===== src/sv/assert_macros.svh =====
// Assertion macros for the RTL of the move-to-front list.
// No dependencies; define NO_ASSERTIONS to compile the checks away.
`ifndef ASSERT_MACROS_SVH
`define ASSERT_MACROS_SVH

`ifndef NO_ASSERTIONS

// Expression must hold at every rising clock edge outside reset.
`define ASSERT_ALWAYS(lbl, clk, rstn, expr, msg) \
  lbl: assert property (@(posedge clk) disable iff (!rstn) (expr)) else $error(msg);

// When the antecedent holds, the consequent must hold in the next cycle.
`define ASSERT_NEXT(lbl, clk, rstn, ante, cons, msg) \
  lbl: assert property (@(posedge clk) disable iff (!rstn) (ante) |=> (cons)) else $error(msg);

`else

`define ASSERT_ALWAYS(lbl, clk, rstn, expr, msg)
`define ASSERT_NEXT(lbl, clk, rstn, ante, cons, msg)

`endif

`endif


===== src/sv/mtf_pkg.sv =====
// Types and constants of the move-to-front list.
// Used by mtf_core and the top level move_to_front_list.
`timescale 1ns / 1ps

package mtf_pkg;

  localparam int TDATA_IN_W  = 40;
  localparam int TDATA_OUT_W = 40;

  typedef enum logic {
    REQ_INSERT = 1'b0,
    REQ_SEARCH = 1'b1
  } mtf_req_e;

  typedef enum logic [1:0] {
    STATUS_OK    = 2'd0,
    STATUS_FULL  = 2'd1,
    STATUS_RANGE = 2'd2
  } mtf_status_e;

  typedef enum logic [1:0] {
    ST_IDLE,
    ST_SCAN,
    ST_RIPPLE,
    ST_DONE
  } mtf_state_e;

  typedef struct packed {
    mtf_req_e    req_type;
    logic [4:0]  position;
    logic [31:0] value;
  } mtf_req_t;

  typedef struct packed {
    logic [4:0]  found_position;
    mtf_status_e status;
    logic [31:0] total_cost;
  } mtf_res_t;

endpackage


===== src/sv/mtf_core.sv =====
// Sequencer and entry memory of the move-to-front list.
// Depends on mtf_pkg and assert_macros.svh.
`timescale 1ns / 1ps
`include "assert_macros.svh"

module mtf_core #(
  parameter int DEPTH = 16
) (
  input  logic             clk_i,
  input  logic             rst_ni,
  input  logic             req_valid_i,
  output logic             req_ready_o,
  input  mtf_pkg::mtf_req_t req_i,
  output logic             res_valid_o,
  input  logic             res_ready_i,
  output mtf_pkg::mtf_res_t res_o
);
  import mtf_pkg::*;

  localparam int AW = (DEPTH > 1) ? $clog2(DEPTH) : 1;
  localparam int CW = $clog2(DEPTH + 1);
  localparam int PW = ((CW > 5) ? CW : 5) + 1;

  mtf_state_e state_q, state_d;
  logic [CW-1:0] count_q, count_d;
  logic [31:0] cost_q, cost_d;
  logic [AW-1:0] ptr_q, ptr_d;
  logic [AW-1:0] end_q, end_d;
  logic [31:0] carry_q, carry_d;
  mtf_res_t res_q, res_d;

  logic [31:0] mem_q [DEPTH];
  logic [31:0] rdata_q;
  logic rd_en;
  logic [AW-1:0] rd_addr;
  logic we;
  logic [AW-1:0] wr_addr;
  logic [31:0] wdata;

  logic [4:0] pos_eff;
  logic [4:0] idx_in;
  logic list_full;
  logic pos_beyond;
  logic [CW-1:0] found_cnt;
  logic [32:0] cost_sum;
  logic [31:0] cost_new;

  // Position zero means the front of the list.
  assign pos_eff    = (req_i.position == 5'd0) ? 5'd1 : req_i.position;
  assign idx_in     = pos_eff - 5'd1;
  assign list_full  = (count_q == CW'(DEPTH));
  assign pos_beyond = PW'(pos_eff) > (PW'(count_q) + PW'(1));

  assign found_cnt = CW'(ptr_q) + CW'(1);
  assign cost_sum  = {1'b0, cost_q} + 33'(found_cnt);
  assign cost_new  = cost_sum[32] ? 32'hFFFF_FFFF : cost_sum[31:0];

  always_ff @(posedge clk_i or negedge rst_ni) begin
    if (!rst_ni) begin
      state_q <= ST_IDLE;
      count_q <= '0;
      cost_q  <= '0;
    end else begin
      state_q <= state_d;
      count_q <= count_d;
      cost_q  <= cost_d;
    end
  end

  always_ff @(posedge clk_i) begin
    ptr_q   <= ptr_d;
    end_q   <= end_d;
    carry_q <= carry_d;
    res_q   <= res_d;
  end

  always_ff @(posedge clk_i) begin
    if (we) begin
      mem_q[wr_addr] <= wdata;
    end
    if (rd_en) begin
      rdata_q <= mem_q[rd_addr];
    end
  end

  // A ripple pass writes each entry with the value read one place earlier,
  // carrying the displaced value on to the next entry.
  always_comb begin
    state_d     = state_q;
    count_d     = count_q;
    cost_d      = cost_q;
    ptr_d       = ptr_q;
    end_d       = end_q;
    carry_d     = carry_q;
    res_d       = res_q;
    rd_en       = 1'b0;
    rd_addr     = ptr_q;
    we          = 1'b0;
    wr_addr     = ptr_q;
    wdata       = carry_q;
    req_ready_o = 1'b0;
    res_valid_o = 1'b0;

    case (state_q)
      ST_IDLE: begin
        req_ready_o = 1'b1;
        if (req_valid_i) begin
          res_d.found_position = 5'd0;
          res_d.status         = STATUS_OK;
          res_d.total_cost     = cost_q;
          carry_d              = req_i.value;
          if (req_i.req_type == REQ_INSERT) begin
            if (list_full) begin
              res_d.status = STATUS_FULL;
              state_d      = ST_DONE;
            end else if (pos_beyond) begin
              res_d.status = STATUS_RANGE;
              state_d      = ST_DONE;
            end else begin
              ptr_d   = AW'(idx_in);
              end_d   = AW'(count_q);
              count_d = count_q + CW'(1);
              rd_en   = 1'b1;
              rd_addr = AW'(idx_in);
              state_d = ST_RIPPLE;
            end
          end else begin
            ptr_d = '0;
            if (count_q == '0) begin
              state_d = ST_DONE;
            end else begin
              rd_en   = 1'b1;
              rd_addr = '0;
              state_d = ST_SCAN;
            end
          end
        end
      end
      ST_SCAN: begin
        if (rdata_q == carry_q) begin
          res_d.found_position = 5'(found_cnt);
          res_d.total_cost     = cost_new;
          cost_d               = cost_new;
          if (ptr_q == '0) begin
            state_d = ST_DONE;
          end else begin
            end_d   = ptr_q;
            ptr_d   = '0;
            rd_en   = 1'b1;
            rd_addr = '0;
            state_d = ST_RIPPLE;
          end
        end else if (found_cnt == count_q) begin
          state_d = ST_DONE;
        end else begin
          ptr_d   = ptr_q + AW'(1);
          rd_en   = 1'b1;
          rd_addr = ptr_q + AW'(1);
        end
      end
      ST_RIPPLE: begin
        we      = 1'b1;
        carry_d = rdata_q;
        if (ptr_q == end_q) begin
          state_d = ST_DONE;
        end else begin
          ptr_d   = ptr_q + AW'(1);
          rd_en   = 1'b1;
          rd_addr = ptr_q + AW'(1);
        end
      end
      ST_DONE: begin
        res_valid_o = 1'b1;
        if (res_ready_i) begin
          state_d = ST_IDLE;
        end
      end
      default: begin
        state_d = ST_IDLE;
      end
    endcase
  end

  assign res_o = res_q;

  `ASSERT_ALWAYS(a_rw_apart, clk_i, rst_ni, !(we && rd_en && (wr_addr == rd_addr)), "read and write hit the same entry")
  `ASSERT_ALWAYS(a_count_range, clk_i, rst_ni, count_q <= CW'(DEPTH), "entry count above depth")
  `ASSERT_NEXT(a_res_hold, clk_i, rst_ni, res_valid_o && !res_ready_i, res_valid_o && $stable(res_q), "result changed while stalled")
  `ASSERT_ALWAYS(a_err_no_hit, clk_i, rst_ni, !res_valid_o || (res_q.status == STATUS_OK) || (res_q.found_position == 5'd0), "failed insert reports a position")

endmodule


===== src/sv/move_to_front_list.sv =====
// Top level of the move-to-front list: stream ports and output register.
// Depends on mtf_pkg and mtf_core.
`timescale 1ns / 1ps

// Move-to-front list of up to DEPTH signed 32-bit entries.
// Input items arrive on s_axis: tuser selects insert (0) or search (1), tdata
// carries the 1-based insert position and the value or search key. Every item
// yields exactly one result item on m_axis with the found position, a status
// code and the saturating total of all found positions since reset.
// Items are taken one at a time; the entries live in a single-port-read,
// single-port-write memory. A scan step reads one entry, a ripple step
// writes one. A search reads from the front until a hit or the end of the
// list; a hit at position k > 1 then rewrites the first k entries, moving
// the hit to the front. An insert at position p rewrites the entries from
// p to the new end of the list, each moving back by one place.
// The next item is accepted in the cycle after the result leaves the core.
// Reset empties the list and clears the total; no memory clearing is needed.
// An output register holds a finished result while m_axis_tready is low, so
// one further item can be worked on; after that s_axis_tready stays low.
module move_to_front_list #(
  parameter int DEPTH = 16
) (
  input  logic                               clk_i,
  input  logic                               rst_ni,
  input  logic                               s_axis_tvalid,
  output logic                               s_axis_tready,
  // position [4:0], value [36:5], zero [39:37]
  input  logic [mtf_pkg::TDATA_IN_W-1:0]     s_axis_tdata,
  // req_type [0]
  input  logic                               s_axis_tuser,
  output logic                               m_axis_tvalid,
  input  logic                               m_axis_tready,
  // found_position [4:0], status [6:5], total_cost [38:7], zero [39]
  output logic [mtf_pkg::TDATA_OUT_W-1:0]    m_axis_tdata
);
  import mtf_pkg::*;

  mtf_req_t req;
  mtf_res_t res;
  logic res_valid;
  logic res_ready;
  logic out_valid_q;
  mtf_res_t out_q;

  assign req.req_type = mtf_req_e'(s_axis_tuser);
  assign req.position = s_axis_tdata[4:0];
  assign req.value    = s_axis_tdata[36:5];

  mtf_core #(
    .DEPTH(DEPTH)
  ) u_core (
    .clk_i      (clk_i),
    .rst_ni     (rst_ni),
    .req_valid_i(s_axis_tvalid),
    .req_ready_o(s_axis_tready),
    .req_i      (req),
    .res_valid_o(res_valid),
    .res_ready_i(res_ready),
    .res_o      (res)
  );

  assign res_ready = !out_valid_q || m_axis_tready;

  always_ff @(posedge clk_i or negedge rst_ni) begin
    if (!rst_ni) begin
      out_valid_q <= 1'b0;
    end else if (res_valid && res_ready) begin
      out_valid_q <= 1'b1;
    end else if (m_axis_tready) begin
      out_valid_q <= 1'b0;
    end
  end

  always_ff @(posedge clk_i) begin
    if (res_valid && res_ready) begin
      out_q <= res;
    end
  end

  assign m_axis_tvalid = out_valid_q;
  assign m_axis_tdata  = {1'b0, out_q.total_cost, out_q.status, out_q.found_position};

endmodule

===== config.mk =====
export PLATFORM = sky130hd
export DESIGN_NAME = move_to_front_list
export DESIGN_NICKNAME = d
export VERILOG_FILES = /design/src/sv/mtf_pkg.sv /design/src/sv/mtf_core.sv /design/src/sv/move_to_front_list.sv
export VERILOG_INCLUDE_DIRS = /design/src /design/src/sv
export SDC_FILE = /design/constraint.sdc
export NUM_CORES = 1
export LEC_CHECK = 0
export ABC_CLOCK_PERIOD_IN_PS = 6540
export BUFFER_PORTS_ARGS = -buffer_cell sky130_fd_sc_hd__buf_2
export CORE_MARGIN = 2
export CORE_UTILIZATION = 38
export CTS_BUF_LIST = sky130_fd_sc_hd__clkbuf_8
export CTS_CLUSTER_SIZE = 30
export DETAILED_ROUTE_END_ITERATION = 8
export PLACE_DENSITY_LB_ADDON = 0.1
export REMOVE_ABC_BUFFERS = 1
export SYNTH_ARGS = -nofsm -noshare
export SYNTH_HDL_FRONTEND = slang
export SYNTH_HIERARCHICAL = 1
export SYNTH_SLANG_ARGS = --single-unit

===== constraint.sdc =====
create_clock -name clk_i -period 6.54 [get_ports clk_i]
set_input_delay 0.327 -clock clk_i [delete_from_list [all_inputs] [get_ports clk_i]]
set_output_delay 0.327 -clock clk_i [all_outputs]
set_load 0.02 [all_outputs]

# [Yosys cells after proc, flatten, opt, wreduce, memory -nomap -nowiden]
# Memory sizes are Yosys's and may differ from the RTL's. A register that Yosys moved wholly into a read port is not among the register bits.
# Cells that the tools add are included.
[classes] bitwise=3 order_cmp=1 n_addsub=6 n_reduce_logical=20 eq_ne=16 muxes=60
[op_table] operator="$pmux W32 S2" n=2
[op_table] operator="$mux W32" n=3
[op_table] operator="$mux W4" n=17
[op_table] operator="$mux W39" n=1
[op_table] operator="$add A32 B5 Y33" n=1
[op_table] operator="$eq A32 B32 Y1" n=1
[op_table] operator="$pmux W4 S3" n=2
[op_table] operator="$mux W2" n=11
[op_table] operator="$mux W1" n=18
[op_table] operator="$ne A2 B2 Y1 const B" n=6
[op_table] operator="$logic_not A5 Y1" n=2
[op_table] operator="$mux W5" n=2
[op_table] operator="$pmux W5 S2" n=1
[op_table] operator="$pmux W2 S4" n=1
[op_table] operator="$pmux W4 S2" n=1
[op_table] operator="$reduce_and A2 Y1" n=4
[op_table] operator="$reduce_and A7 Y1" n=1
[op_table] operator="$add A5 B1 Y6 const B" n=1
[op_table] operator="$gt A5 B6 Y1" n=1
[op_table] operator="$reduce_bool A2 Y1" n=3
[op_table] operator="$add A4 B1 Y5 const B" n=1
[op_table] operator="$add A5 B1 Y5 const B" n=1
[op_table] operator="$eq A5 B5 Y1" n=1
[op_table] operator="$eq A5 B5 Y1 const B" n=1
[op_table] operator="other kinds (19)" n=23
[word_totals] in_bits=45 word_cells=121 n_memories=1 ff_bits=158 mem_bits_rw=512
[mem_list] memory="u_core.mem_q" words=16 word_bits=32 read_ports=1 rd_clocked_by_memory_dff=1 wr=1 line_no="mtf_core.sv:32" source="logic [31:0] mem_q [DEPTH];"

# [Longest topological paths before layout]
# Gate-level depths: netlist of the first run.
[depth] ltp_word=8 ltp_mapped=20 ltp_nobuf=14

# [Modules after synthesis]
# The synthesis of the first run kept the hierarchy.
[modules_own_cells] module="mtf_core" area_per_inst_um2=28447.3 n_inst=1 seq_area_each_um2=19683.9 cells_per_inst=1968
[modules_own_cells] module="move_to_front_list" area_per_inst_um2=1236.2 n_inst=1 seq_area_each_um2=1196.1 cells_per_inst=45

# [Worst setup path before layout of the first run]
# Ideal clock, no wire load.
[synth_path] path_kind="register to register" start="reg u_core.carry_q[7]" end="reg u_core.res_q (netlist bit u_core/res_o[0]), enable pin" arrival_time_ns=4.066 setup_slack_ns=1.996 stages_incl_launch_ff=6 n_path_buf=0 cell_sequence="edfxtp_1 -> xnor2_1 -> nand4_1 -> nor4_2 -> a21oi_1 -> nor3_1"
[synth_via] elab_chain_len=3
[synth_rtl] element="from (decl)" line_no="mtf_core.sv:29" source="logic [31:0] carry_q, carry_d;"
[synth_rtl] element="from (signal assigned)" line_no="mtf_core.sv:73" source="carry_q <= carry_d;"
[synth_rtl] element="$eq A32 B32 Y1" line_no="mtf_core.sv:140" source="if (rdata_q == carry_q) begin"
[synth_rtl] element="$ne A2 B1 Y1 (no source line)"
[synth_rtl] element="$reduce_and A3 Y1 (no source line)"
[synth_rtl] element="to (signal assigned)" line_no="mtf_core.sv:74" source="res_q <= res_d;"
[synth_rtl] element="to (decl)" line_no="mtf_core.sv:30" source="mtf_res_t res_q, res_d;"
# Every way passes these cells.
# A chain may end at the register's enable or synchronous reset.

# [Worst setup path in the final report of the first run]
[layout_path] start="reg u_core.carry_q[30]" end="reg u_core.rdata_q[13], read port of u_core.mem_q (data pin)"
[layout_via] elab_chain_len=3
[layout_rtl] element="$eq A32 B32 Y1 *" line_no="mtf_core.sv:140"
[layout_rtl] element="$mux W4 / $mux W1 (equally long branches)" line_no="mtf_core.sv:140"
[layout_rtl] element="$pmux W4 S3 / $pmux W1 S3 (equally long branches)" line_no="mtf_core.sv:104" source="case (state_q)"
[layout_rtl] element="to (decl)" line_no="mtf_core.sv:33" source="logic [31:0] rdata_q;"
# Mark *: on every way between the ends. The rest lies on a longest branch, timed or not.

==> qor.txt, run 1 <==
SYNTHESIS
-----------------------------------------------------------------------------------------------------
Fraction of registers with async set/reset .............................................        5.70%
Area share of and/or/nand/nor cells after synthesis ....................................        7.75%
Dominant cells by area after synthesis ................................................. sky130_fd_sc_hd__edfxtp_1, sky130_fd_sc_hd__nand2_1, sky130_fd_sc_hd__mux2i_1, sky130_fd_sc_hd__dfrtp_1, sky130_fd_sc_hd__a21oi_1
Post-synthesis cell area ...............................................................    29700 um2
Fraction of synthesized area in multiplexers ...........................................        6.93%
EDFF count, synth ......................................................................          662
Netlist cell types .....................................................................           76
Post-synthesis register bit count ......................................................          702
Fraction of synthesized cell area taken by the top area cell type ......................        67.0%
Complex-gate fraction of the synthesized area ..........................................        9.86%
Count of warnings emitted by yosys .....................................................            6
Synth Area in XOR/XNOR .................................................................        1.68%
Sequential share of the synthesized area ...............................................        70.3%
Post-synthesis cell count ..............................................................         2013
Post-synthesis share of cell area spent on full adders, half adders and majority gates .       0.953%
Mean area per synthesized cell .........................................................     14.7 um2
Cell type with the highest aggregate area in the netlist ............................... sky130_fd_sc_hd__edfxtp_1
Largest family of logic cells by synthesized area ...................................... compound AO/OA/AOI/OAI gates
Primary flip-flop cell chosen by synthesis mapping ..................................... sky130_fd_sc_hd__edfxtp_1

DRT
-----------------------------------------------------------------------------------------------------
Remaining antenna violation count ......................................................            0
Post-detailed-routing wire length ......................................................     78000 um
Number of remaining DRC errors .........................................................            0
First drt pass iteration count .........................................................            5
Wirelength per Cell ....................................................................      23.6 um
Detailed-route via count ...............................................................        17700
Initial DRC count ......................................................................         1351
Number of vias per cell after detailed routing .........................................         5.36

WORST HOLD PATH
-----------------------------------------------------------------------------------------------------
Worst min-delay path category .......................................................... input port to flop
Worst Hold Launch ...................................................................... s_axis_tuser

CRITICAL PATH
-----------------------------------------------------------------------------------------------------
Reg-to-reg critical path endpoint ...................................................... u_core/rdata_q[13]$_DFFE_PP_
Register-to-register path setup slack ..................................................      1.17 ns
Maximum fanout encountered on the critical timing path .................................           17
Cell depth of the worst setup path .....................................................           12
Critical-path cell list ................................................................ xnor2_1, nand4_1, nor4_2, nand2_1, mux2i_1, o31a_1, nor2_4, buf_4, nor2_4, buf_4, a22oi_1, a2bb2oi_1
Worst reg2reg startpoint ............................................................... u_core/carry_q[30]$_DFFE_PP_
Data arrival, critical path ............................................................      5.93 ns
Required time of the critical path .....................................................      7.11 ns
Startpoint of the worst setup timing path .............................................. u_core/carry_q[30]$_DFFE_PP_
Crit path buffers/inverters ............................................................            2
Worst setup EP type ....................................................................         flop
Slowest-stage cell, CP ................................................................. sky130_fd_sc_hd__nor4_2
Category of the most critical setup path ............................................... flop to flop
Crit path largest cell delay ...........................................................      0.82 ns
Cell depth of the worst flop-to-flop path ..............................................           12
Critical path capture point ............................................................ u_core/rdata_q[13]$_DFFE_PP_
Family of cells with the greatest summed delay on the critical path .................... simple AND/OR/NAND/NOR gates
Startpoint Class .......................................................................         flop

RUN
-----------------------------------------------------------------------------------------------------
Max-cap violation count ................................................................            0

LAYOUT
-----------------------------------------------------------------------------------------------------
Footprint of the multi-input gates .....................................................     8250 um2
Utilization after layout ...............................................................        43.7%
Most frequent cells in the layout ...................................................... sky130_fd_sc_hd__edfxtp_1, sky130_fd_sc_hd__nand2_1, sky130_fd_sc_hd__clkbuf_8, sky130_fd_sc_hd__a21oi_1, sky130_fd_sc_hd__mux2i_1
FILL cells .............................................................................         7103
Final cell count without fillers .......................................................         3307
Most frequent standard cell in the layout excluding fill and tap cells ................. sky130_fd_sc_hd__edfxtp_1
Sequential Area ........................................................................    20900 um2
Number of nets in the layout ...........................................................         2242
Fraction of final layout cells sized beyond drive strength 1 ...........................        17.8%
Area delta synth->final ................................................................        14.0%

CLOCK TREE
-----------------------------------------------------------------------------------------------------
Clock buffer count from CTS ............................................................          118
CTS clock-pin slew for the worst setup and hold paths ..................................      0.06 ns
CTS tree ...............................................................................          yes
Buffers inserted during post-CTS setup optimization ....................................            0
Number of buffers on the longest clock path ............................................            3
Clock sink count .......................................................................          702
Clock root buffer ...................................................................... sky130_fd_sc_hd__clkbuf_8
Clk_lat worst skew .....................................................................      0.74 ns
H-tree levels ..........................................................................            3

STA
-----------------------------------------------------------------------------------------------------
Post-Route Hold Slack ..................................................................    0.0794 ns
Highest Clock Rate .....................................................................      186 MHz
Final period util ......................................................................        82.1%
Post-Route Skew ........................................................................    0.0597 ns
Final max-slew violation count .........................................................            0
Shortest period the worst path allows ..................................................      5.37 ns
Final number of hold-violating endpoints ...............................................            0
Actual slew at the worst max-slew pin ..................................................      1.06 ns
Worst slew slack as a fraction of its limit ............................................        29.2%
Unrepaired setup endpoints after global routing ........................................        false
Setup Viol. Count Final ................................................................            0

STATUS
-----------------------------------------------------------------------------------------------------
Status ................................................................................. finished clean

POWER AND IR DROP
-----------------------------------------------------------------------------------------------------
Final Total Pwr ........................................................................      17.1 mW
Standby leakage power ..................................................................      11.7 nW
Power density of the placed cells ......................................................   504 nW/um2
Max VDD drop ...........................................................................     0.471 mV

FLOORPLAN
-----------------------------------------------------------------------------------------------------
Die Span Y .............................................................................       283 um
Die X ..................................................................................       283 um
Top Ports ..............................................................................           87
Starting density of the core ...........................................................        38.4%
Die area ...............................................................................    80400 um2
Area of the core region ................................................................    77300 um2
Core Rows ..............................................................................          102

GRT
-----------------------------------------------------------------------------------------------------
Total global-route track usage .........................................................        19.4%
Global-route wire length before repair .................................................    116000 um
Vias in the first global route .........................................................        17800
Number of antenna violations at the first check in global routing ......................            1
Largest net degree at the start of global routing ......................................          108
Overall overflow remaining after global route ..........................................            0

PLACEMENT
-----------------------------------------------------------------------------------------------------
Number of placed cells counting well taps ..............................................         3061
HPWL after detailed placement ..........................................................     42500 um
Count of input and output buffers ......................................................           82
Final estimated routing congestion in global placement .................................        0.785

## Yosys cell counts (all sizes together) (5+ instances only)
library cell  number
a221o              6
edfxtp           662
nor2b              9
mux4              24
a2bb2oi           25
nand3             70
mux2              43
a31oi             31
and3              18
a21oi            115
and2               9
o21ai             52
a311oi             7
a22oi             25
xnor2             53
a211oi            13
nor3              16
clkbuf            74
nand2            276
nor2              63
a22o              13
nand2b            12
a21boi             5
nor4               9
o221ai            27
o31ai              6
a221oi            28
inv               23
mux2i            103
dfrtp             40
and4               5
buf               50
a21o              11
nand4             14
ha                21
## worst min-delay path by stage
| stage | endpoint | cells past startpoint |
|---|---|---|
| CTS | u_core/res_o[32]$_SDFFCE_PP0P_ | 2 |
| floorplan | m_axis_tvalid$_DFFE_PN0P_ | 0 |
| global placement | m_axis_tdata[23]$_DFFE_PP_ | 0 |
| detailed placement | m_axis_tdata[10]$_DFFE_PP_ | 0 |
| global route | u_core/res_o[32]$_SDFFCE_PP0P_ | 2 |
| finish | u_core/res_o[32]$_SDFFCE_PP0P_ | 2 |
## layout make-up
type | instances | area share (%)
antenna | 1 | 0.00740
clock buffer | 120 | 4.88
clock inverter | 91 | 1.40
inverter | 25 | 0.277
multi-input combinational | 1162 | 24.4
sequential | 702 | 61.7
tap | 1040 | 3.85
timing repair buffer | 166 | 3.48
## logic make-up after synthesis
family,Yosys count
AO/OA/AOI/OAI,401
other,1
XOR/XNOR,57
flip-flops,702
multiplexers,170
AND/OR/NAND/NOR,511
buffers and inverters,149
adder cells (fa/ha/maj),22
## report_power, final
| group | switching (mW) | internal, mW |
|---|---|---|
| Sequential | 0.532 | 6.18 |
| Combinational | 4.35 | 2.46 |
| Clock | 1.72 | 1.81 |
## state kept, by name (all words and copies together) (netlist names), 2 cells and up
signal / flops
u_core/count_q: 5
u_core/carry_q: 32
u_core/rdata_q: 32
u_core/res_o: 39
u_core/mem_q: 512
u_core/cost_q: 32
u_core/ptr_q: 4
m_axis_tdata: 39
u_core/end_q: 4
u_core/state_q: 2
## metrics by stage
step           setup TNS, ns  area (um2)  setup WS, ns
2_1_floorplan         -85.84       29000         -2.77
3_3_place_gp               0       31400          1.40
3_5_place_dp               0       31400          1.29
4_1_cts                    0       33800          1.23
5_1_grt                    0       33800         0.912
6_report                   0       33800          1.17
## per-layer routing
layer,vias to the layer above,track usage [%],wire length [um]
met5,-,0,0
met4,0,5.65,1670
met3,122,2.57,3220
met2,467,32.6,38300
met1,9020,26.2,34800
li1,8131,-,-
## repair_timing
item / 4_1_cts / 5_1_grt
endpoints found under the hold margin: 73 / 0
hold buffers: 34 / 0
gates resized for setup: 0 / 0
Note: power is estimated with default switching activity, not from simulation.
==> run 2, diff against run 1 <==
ABC_AREA = 1   (was not set)
ABC_CLOCK_PERIOD_IN_PS = 4900   (was 6540)
clock period = 4.9 ns   (was 6.54 ns; I/O delays follow)
==> qor.txt, run 2 <==
STATUS
-------------------------------------------------------------------------------------
Status ................................................................. finished clean

CRITICAL PATH
-------------------------------------------------------------------------------------
Crit path buffers/inverters ............................................            2   unchanged
Family of cells with the greatest summed delay on the critical path .... simple AND/OR/NAND/NOR gates
Startpoint Class .......................................................         flop
Worst setup EP type ....................................................         flop
Slowest-stage cell, CP ................................................. sky130_fd_sc_hd__edfxtp_1
Maximum fanout encountered on the critical timing path .................           10   -7
Reg-to-reg critical path endpoint ...................................... u_core/res_o[31]$_DFFE_PP_
Crit path largest cell delay ...........................................      0.54 ns   -0.28 ns
Register-to-register path setup slack ..................................      0.69 ns   -0.49 ns
Cell depth of the worst flop-to-flop path ..............................           21   +9
Worst reg2reg startpoint ............................................... u_core/ptr_q[0]$_DFFE_PP_
Critical Path Most Common Cell ......................................... sky130_fd_sc_hd__nand2_1
Required time of the critical path .....................................      5.33 ns   -1.78 ns
Critical-path cell list ................................................ ha_1, inv_1, nand2_1, nand2_1, inv_1, ha_1, nand3_1, nand2_1, a21boi_1, nor2_1, nand3_1, nor2_1, nand3_1, nor2_1, nand2_1, nor2_1, nand3_1, nand2_1, nand3_1, nand2_1, o21ai_0
Category of the most critical setup path ............................... flop to flop
Data arrival, critical path ............................................      4.65 ns   -1.28 ns

GRT
-------------------------------------------------------------------------------------
Total global-route track usage .........................................        20.6%   +1.2 points
Number of antenna violations at the first check in global routing ......            1   unchanged
Overall overflow remaining after global route ..........................            0   unchanged
Largest net degree at the start of global routing ......................          129   +19%
Vias in the first global route .........................................        20600   +16%
Global-route wire length before repair .................................    128000 um   +10%

SYNTHESIS
-------------------------------------------------------------------------------------
Count of warnings emitted by yosys .....................................            6   unchanged
Netlist cell types .....................................................           41   -46%
Post-synthesis cell area ...............................................    30400 um2   +2.5%
Dominant cells by area after synthesis ................................. sky130_fd_sc_hd__edfxtp_1, sky130_fd_sc_hd__nand3_1, sky130_fd_sc_hd__nand2_1, sky130_fd_sc_hd__dfrtp_1, sky130_fd_sc_hd__o21ai_0
Fraction of registers with async set/reset .............................        5.70%   unchanged
Fraction of synthesized cell area taken by the top area cell type ......        65.4%   -1.6 points
Sequential share of the synthesized area ...............................        68.6%   -1.7 points
Mean area per synthesized cell .........................................     11.2 um2   -24%
Post-synthesis cell count ..............................................         2713   +35%
Dominant cell by count in the synthesized netlist ...................... sky130_fd_sc_hd__nand2_1
Post-synthesis register bit count ......................................          702   unchanged
Primary flip-flop cell chosen by synthesis mapping ..................... sky130_fd_sc_hd__edfxtp_1
EDFF count, synth ......................................................          662   unchanged
Cell type with the highest aggregate area in the netlist ............... sky130_fd_sc_hd__edfxtp_1
Ranking of synthesized cells by instance count ......................... sky130_fd_sc_hd__nand2_1, sky130_fd_sc_hd__nand3_1, sky130_fd_sc_hd__edfxtp_1, sky130_fd_sc_hd__inv_1, sky130_fd_sc_hd__o21ai_0

STA
-------------------------------------------------------------------------------------
Actual slew at the worst max-slew pin ..................................      1.24 ns   +0.186 ns
Highest Clock Rate .....................................................      237 MHz   +27%
Setup Viol. Count Final ................................................            0   unchanged
Final max-slew violation count .........................................            0   unchanged
Unrepaired setup endpoints after global routing ........................        false
Worst slew slack as a fraction of its limit ............................        16.9%   -12 points
Setup slack of the critical path after layout ..........................     0.686 ns   -0.487 ns
Post-Route Skew ........................................................    0.0364 ns   -0.0233 ns
Final number of hold-violating endpoints ...............................            0   unchanged
Final period util ......................................................        86.0%   +3.9 points
Post-Route Hold Slack ..................................................     0.160 ns   +0.0803 ns
Shortest period the worst path allows ..................................      4.21 ns   -1.15 ns

CLOCK TREE
-------------------------------------------------------------------------------------
Buffers inserted during post-CTS setup optimization ....................            0   unchanged
CTS clock-pin slew for the worst setup and hold paths ..................      0.06 ns   about the same
Clock root buffer ...................................................... sky130_fd_sc_hd__clkbuf_8
Number of buffers on the longest clock path ............................            3   unchanged
Clk_lat worst skew .....................................................      0.75 ns   about the same
Clock buffer count from CTS ............................................          117   -0.85%
CTS tree ...............................................................          yes
Clock sink count .......................................................          702   unchanged
H-tree levels ..........................................................            3   unchanged

POWER AND IR DROP
-------------------------------------------------------------------------------------
Standby leakage power ..................................................      12.8 nW   +8.9%
Power density of the placed cells ......................................   767 nW/um2   +52%
Final Total Pwr ........................................................      26.5 mW   +55%
Max VDD drop ...........................................................     0.938 mV   +99%

LAYOUT
-------------------------------------------------------------------------------------
FILL cells .............................................................         7452   +4.9%
Utilization after layout ...............................................        43.6%   -0.091 points
Most frequent cells in the layout ...................................... sky130_fd_sc_hd__nand2_1, sky130_fd_sc_hd__nand3_1, sky130_fd_sc_hd__edfxtp_1, sky130_fd_sc_hd__inv_1, sky130_fd_sc_hd__clkbuf_8
Fraction of final layout cells sized beyond drive strength 1 ...........        11.1%   -6.7 points
Number of flip-flops under the largest register name ...................          512   unchanged
Register ranked first by flip-flop count ............................... u_core/mem_q
Most frequent standard cell in the layout excluding fill and tap cells . sky130_fd_sc_hd__nand2_1
Area delta synth->final ................................................        13.5%
Number of nets in the layout ...........................................         2904   +30%

FLOORPLAN
-------------------------------------------------------------------------------------
Die Span Y .............................................................       287 um   +1.2%
Area of the core region ................................................    79100 um2   +2.3%
Top Ports ..............................................................           87   unchanged
Die X ..................................................................       287 um   +1.2%
Die area ...............................................................    82300 um2   +2.4%
Core Rows ..............................................................          103   +0.98%
Starting density of the core ...........................................        38.4%   +0.059 points

PLACEMENT
-------------------------------------------------------------------------------------
HPWL after detailed placement ..........................................     45100 um   +6.2%
Final estimated routing congestion in global placement .................        0.843   +7.4%
Worst slack after detailed placement ...................................     0.776 ns   -0.519 ns
Count of input and output buffers ......................................           82   unchanged

DRT
-------------------------------------------------------------------------------------
Number of remaining DRC errors .........................................            0   unchanged
Wirelength per Cell ....................................................      21.3 um   -9.5%
Remaining antenna violation count ......................................            0   unchanged
Detailed-route via count ...............................................        21100   +19%
Initial DRC count ......................................................         1701   +26%
First drt pass iteration count .........................................            5   unchanged
Post-detailed-routing wire length ......................................     85000 um   +9.0%
Number of vias per cell after detailed routing .........................         5.30   -1.2%

WORST HOLD PATH
-------------------------------------------------------------------------------------
Hold EP ................................................................ u_core/ptr_q[2]$_DFFE_PP_
Worst Hold Launch ...................................................... s_axis_tdata[2]
Worst hold path stage count ............................................            4   +2
Worst min-delay path category .......................................... input port to flop

RUN
-------------------------------------------------------------------------------------
Max-cap violation count ................................................            0   unchanged

==> run 2: cell count changes after synthesis, moves of 30 or more <==
cell / change
sky130_fd_sc_hd__nand3_1: +623
sky130_fd_sc_hd__a31oi_1: -30
sky130_fd_sc_hd__buf_2: +31
sky130_fd_sc_hd__o21ai_0: +39
sky130_fd_sc_hd__nand2_1: +444
sky130_fd_sc_hd__clkbuf_1: -33
sky130_fd_sc_hd__inv_1: +78
sky130_fd_sc_hd__mux2_2: -43
sky130_fd_sc_hd__a21oi_1: -94
sky130_fd_sc_hd__mux2i_1: -103
==> run 2: cell type report <==
cell class	count	area (um2)	share of cell area [%]
Sequential cell	702	20900	60.5
Multi-Input combinational cell	1741	8400	24.3
Clock buffer	119	1640	4.74
Timing Repair Buffer	169	1360	3.95
Tap cell	1050	1310	3.80
Clock inverter	93	541	1.57
Inverter	106	398	1.15
Antenna cell	1	2.50	0.00725
==> run 2: how the worst max path moves through the flow <==
stage	slack, ns	from	endpoint	cells after the start
2_1_floorplan	-5.29	u_core/ptr_q[0]$_DFFE_PP_	u_core/rdata_q[11]$_DFFE_PP_	9
3_3_place_gp	0.83	u_core/ptr_q[0]$_DFFE_PP_	u_core/res_o[31]$_DFFE_PP_	21
3_5_place_dp	0.78	u_core/ptr_q[0]$_DFFE_PP_	u_core/res_o[31]$_DFFE_PP_	21
4_1_cts	0.76	u_core/ptr_q[0]$_DFFE_PP_	u_core/res_o[31]$_DFFE_PP_	21
5_1_grt	0.29	u_core/ptr_q[0]$_DFFE_PP_	u_core/res_o[27]$_DFFE_PP_	20
6_report	0.69	u_core/ptr_q[0]$_DFFE_PP_	u_core/res_o[31]$_DFFE_PP_	21
==> run 2: cell families (layout without fill, tap and decap cells) <==
kind of cell / count (synthesis) / in the layout / share of synthesized area [%]
and+or+nand+nor: 1531 / 1531 / 22.1
DFF: 702 / 702 / 68.6
buffers and inverters: 270 / 487 / 4.50
AOI/OAI and AO/OA: 142 / 142 / 2.50
xor gates and xnor gates: 45 / 45 / 1.30
adders and majority gates: 22 / 22 / 0.930
other: 1 / 2 / 0.0123
==> run 2: power by group <==
part	switching (mW)	internal (mW)
logic	8.57	3.59
clock network	2.37	2.52
registers	0.864	8.56
==> run 2: worst register-to-register path, delay by kind of cell (launching register included) <==
kind            cells  cell delay (ns)
compound gates      2             0.19
fa+ha+maj           2             0.71
buf+inv             2             0.23
simple gates       15             2.26
flops               1             0.54
==> run 2: per-layer routing <==
metal,vias up,wire length (um),GRT usage [%]
met5,-,0,0
met4,0,1680,6.15
met3,114,4670,2.87
met2,585,40900,34.2
met1,10600,37700,28.1
li1,9825,-,-
==> run 2: metrics by stage <==
step | area, um2 | cells | TNS, ns
final | 34500 | 3981 | 0
after floorplan | 29400 | 2549 | -222.10
after global routing | 34500 | 3981 | 0
after global placement | 32000 | 3733 | 0
after CTS | 34500 | 3980 | 0
after detailed placement | 32000 | 3733 | 0
==> run 2: repair_timing <==
| item | 4_1_cts | 5_1_grt |
|---|---|---|
| endpoints found under the hold margin | 75 | 0 |
| hold buffers | 35 | 0 |
| gates resized for setup | 0 | 0 |
==> run 3, diff against run 2 <==
==> constraint.sdc (replaced) <==
create_clock -name clk_i -period 4.9 [get_ports clk_i]
set_input_delay 0.98 -clock clk_i [delete_from_list [all_inputs] [get_ports clk_i]]
set_output_delay 0.98 -clock clk_i [all_outputs]
set_load 0.02 [all_outputs]
==> qor.txt, run 3 (synthesized netlist as in run 2, its figures left out) <==
GRT
-------------------------------------------------------------------------------------
Number of antenna violations at the first check in global routing ......            1   unchanged
Total global-route track usage .........................................        20.7%   +0.11 points
Vias in the first global route .........................................        20500   -0.88%
Overall overflow remaining after global route ..........................            0   unchanged
Global-route wire length before repair .................................    128000 um   +0.35%
Largest net degree at the start of global routing ......................          149   +16%

CLOCK TREE
-------------------------------------------------------------------------------------
H-tree levels ..........................................................            3   unchanged
Buffers inserted during post-CTS setup optimization ....................            0   unchanged
Clk_lat worst skew .....................................................      0.74 ns   about the same
CTS tree ...............................................................          yes
Clock buffer count from CTS ............................................          118   +0.85%
CTS clock-pin slew for the worst setup and hold paths ..................      0.07 ns   about the same
Post-CTS sizing ........................................................            0   unchanged
Hold bufs inserted after CTS ...........................................            0   -100%
Clock sink count .......................................................          702   unchanged
Number of buffers on the longest clock path ............................            3   unchanged
Clock root buffer ...................................................... sky130_fd_sc_hd__clkbuf_8

CRITICAL PATH
-------------------------------------------------------------------------------------
Crit path largest cell delay ...........................................      0.61 ns   +0.07 ns
Crit path buffers/inverters ............................................            4   +2
Maximum fanout encountered on the critical timing path .................           12   +2
Data arrival, critical path ............................................      4.88 ns   +0.23 ns
Worst reg2reg startpoint ............................................... u_core/ptr_q[1]$_DFFE_PP_
Critical-path cell list ................................................ ha_1, inv_1, nand2_1, nand2_1, inv_1, ha_1, nand3_1, nand3_1, a21oi_1, nor3_2, nand2_1, nor2_1, inv_1, nor3_1, nand2_1, inv_1, a21oi_1, o21ai_1, nand2_1, o21ai_0
Worst setup EP type ....................................................         flop
Startpoint Class .......................................................         flop
Required time of the critical path .....................................      5.38 ns   +0.05 ns
Critical Path Most Common Cell ......................................... sky130_fd_sc_hd__nand2_1
Slowest-stage cell, CP ................................................. sky130_fd_sc_hd__edfxtp_1
Family of cells with the greatest summed delay on the critical path .... simple AND/OR/NAND/NOR gates
Category of the most critical setup path ............................... flop to flop
Startpoint of the worst setup timing path .............................. u_core/ptr_q[1]$_DFFE_PP_

WORST HOLD PATH
-------------------------------------------------------------------------------------
Worst Hold Launch ...................................................... u_core/res_o[1]$_DFFE_PP_
Worst min-delay path category .......................................... flop to flop

POWER AND IR DROP
-------------------------------------------------------------------------------------
Relative contribution of combinational cells to total power ............        46.5%   +0.5 points
Sequential Power Share .................................................        35.9%   +0.3 points
Net switching share of the total power .................................        44.8%   +0.17 points
Portion of total power attributed to the clock network .................        17.5%   -1.0 points
Standby leakage power ..................................................      12.7 nW   -0.87%
Internal Dissipation ...................................................      14.5 mW   -1.1%
Power density of the placed cells ......................................   770 nW/um2   +0.43%
Final Total Pwr ........................................................      26.3 mW   -0.76%
Switching pwr ..........................................................      11.8 mW   -0.38%
Max VDD drop ...........................................................     0.830 mV   -12%

STA
-------------------------------------------------------------------------------------
Post-Route Skew ........................................................    0.0448 ns   +0.00841 ns
Final number of hold-violating endpoints ...............................            0   unchanged
Highest Clock Rate .....................................................      227 MHz   -4.2%
Worst slew slack as a fraction of its limit ............................        16.6%   -0.26 points
Post-route setup TNS ...................................................         0 ns   unchanged
Final period util ......................................................        89.8%   +3.8 points
Setup Viol. Count Final ................................................            0   unchanged
Post-Route Hold Slack ..................................................     0.418 ns   +0.259 ns
Unrepaired setup endpoints after global routing ........................        false
Shortest period the worst path allows ..................................      4.40 ns   +0.186 ns
Actual slew at the worst max-slew pin ..................................      1.25 ns   +0.00391 ns
Final max-slew violation count .........................................            0   unchanged

LAYOUT
-------------------------------------------------------------------------------------
Utilization after layout ...............................................        43.1%   -0.52 points
Number of nets in the layout ...........................................         2874   -1.0%
Fraction of final layout cells sized beyond drive strength 1 ...........        11.1%   about the same
Number of flip-flops under the largest register name ...................          512   unchanged
Most frequent cells in the layout ...................................... sky130_fd_sc_hd__nand2_1, sky130_fd_sc_hd__nand3_1, sky130_fd_sc_hd__edfxtp_1, sky130_fd_sc_hd__inv_1, sky130_fd_sc_hd__clkbuf_8
Register ranked first by flip-flop count ............................... u_core/mem_q
FILL cells .............................................................         7492   +0.54%
Most frequent standard cell in the layout excluding fill and tap cells . sky130_fd_sc_hd__nand2_1
Area delta synth->final ................................................        12.2%
Final design instance area without fill ................................    34100 um2   -1.2%

FLOORPLAN
-------------------------------------------------------------------------------------
Area of the core region ................................................    79100 um2   unchanged
Starting density of the core ...........................................        38.4%   unchanged
Die Span Y .............................................................       287 um   unchanged
Die X ..................................................................       287 um   unchanged
Die area ...............................................................    82300 um2   unchanged
Top Ports ..............................................................           87   unchanged
Core Rows ..............................................................          103   unchanged

STATUS
-------------------------------------------------------------------------------------
Status ................................................................. finished clean

DRT
-------------------------------------------------------------------------------------
Remaining antenna violation count ......................................            0   unchanged
First drt pass iteration count .........................................            6   +1
Initial DRC count ......................................................         1769   +4.0%
Number of remaining DRC errors .........................................            0   unchanged
Post-detailed-routing wire length ......................................     85600 um   +0.66%
Wirelength per Cell ....................................................      21.6 um   +1.3%
Number of vias per cell after detailed routing .........................         5.28   -0.42%
Detailed-route via count ...............................................        20900   -1.1%

PLACEMENT
-------------------------------------------------------------------------------------
HPWL after detailed placement ..........................................     45500 um   +0.74%
Count of input and output buffers ......................................           82   unchanged
DP Area ................................................................    32100 um2   +0.17%
Final estimated routing congestion in global placement .................        0.823   -2.4%

RUN
-------------------------------------------------------------------------------------
Max-cap violation count ................................................            0   unchanged

## run 3: cell count changes in the layout (fill, tap and decap cells not counted), moves of 2 or more
cell,before,now
sky130_fd_sc_hd__clkbuf_8,119,122
sky130_fd_sc_hd__clkinv_2,13,11
sky130_fd_sc_hd__bufinv_16,5,0
sky130_fd_sc_hd__clkinvlp_4,3,1
sky130_fd_sc_hd__buf_12,17,19
sky130_fd_sc_hd__dlygate4sd3_1,35,0
sky130_fd_sc_hd__inv_1,135,148
sky130_fd_sc_hd__buf_4,35,37
## run 3: metal layers
metal / vias to the layer above / GRT usage (%) / wire, um
met4: 0 / 6.08 / 1830
li1: 9774 / - / -
met1: 10400 / 28.3 / 37800
met2: 618 / 34.1 / 40800
met5: - / 0 / 0
met3: 127 / 3.16 / 5030
## run 3: final cells by class
class | instances | area, um2 | share of cell area [%]
sequential | 702 | 20900 | 61.2
multi-input combinational | 1741 | 8400 | 24.6
clock buffer | 122 | 1680 | 4.92
tap | 1050 | 1310 | 3.85
timing repair buffer | 138 | 1070 | 3.13
inverter | 106 | 398 | 1.17
clock inverter | 95 | 387 | 1.13
antenna | 1 | 2.50 | 0.00733
## run 3: per-stage QoR
step / instances / worst slack, ns
finish: 3955 / 0.500
global route: 3955 / 0.121
CTS: 3954 / 0.553
detailed placement: 3737 / 0.625
global placement: 3737 / 0.612
floorplan: 2549 / -5.29
## run 3: power groups by stage
stage	Sequential, mW	Combinational, mW	Clock [mW]
after global placement	9.51	12.3	0
after global routing	9.60	13.6	5.02
after CTS	9.45	12.4	4.75
after floorplan	9.39	7.71	0
after detailed placement	9.56	12.3	0
final	9.44	12.2	4.61
## run 3: worst paths after layout
path | endpoint | slack (ns) | depth (start not counted)
worst min register to register | m_axis_tdata[8]$_DFFE_PP_ | 0.42 | 0
min in group asynchronous | u_core/count_q[3]$_DFFE_PN0P_ | 0.44 | 1
worst max register to register | u_core/res_o[27]$_DFFE_PP_ | 0.50 | 20
worst max-delay path | u_core/res_o[27]$_DFFE_PP_ | 0.50 | 20
worst min-delay path | m_axis_tdata[8]$_DFFE_PP_ | 0.42 | 0
max in group asynchronous | u_core/cost_q[11]$_DFFE_PN0P_ | 3.83 | 1
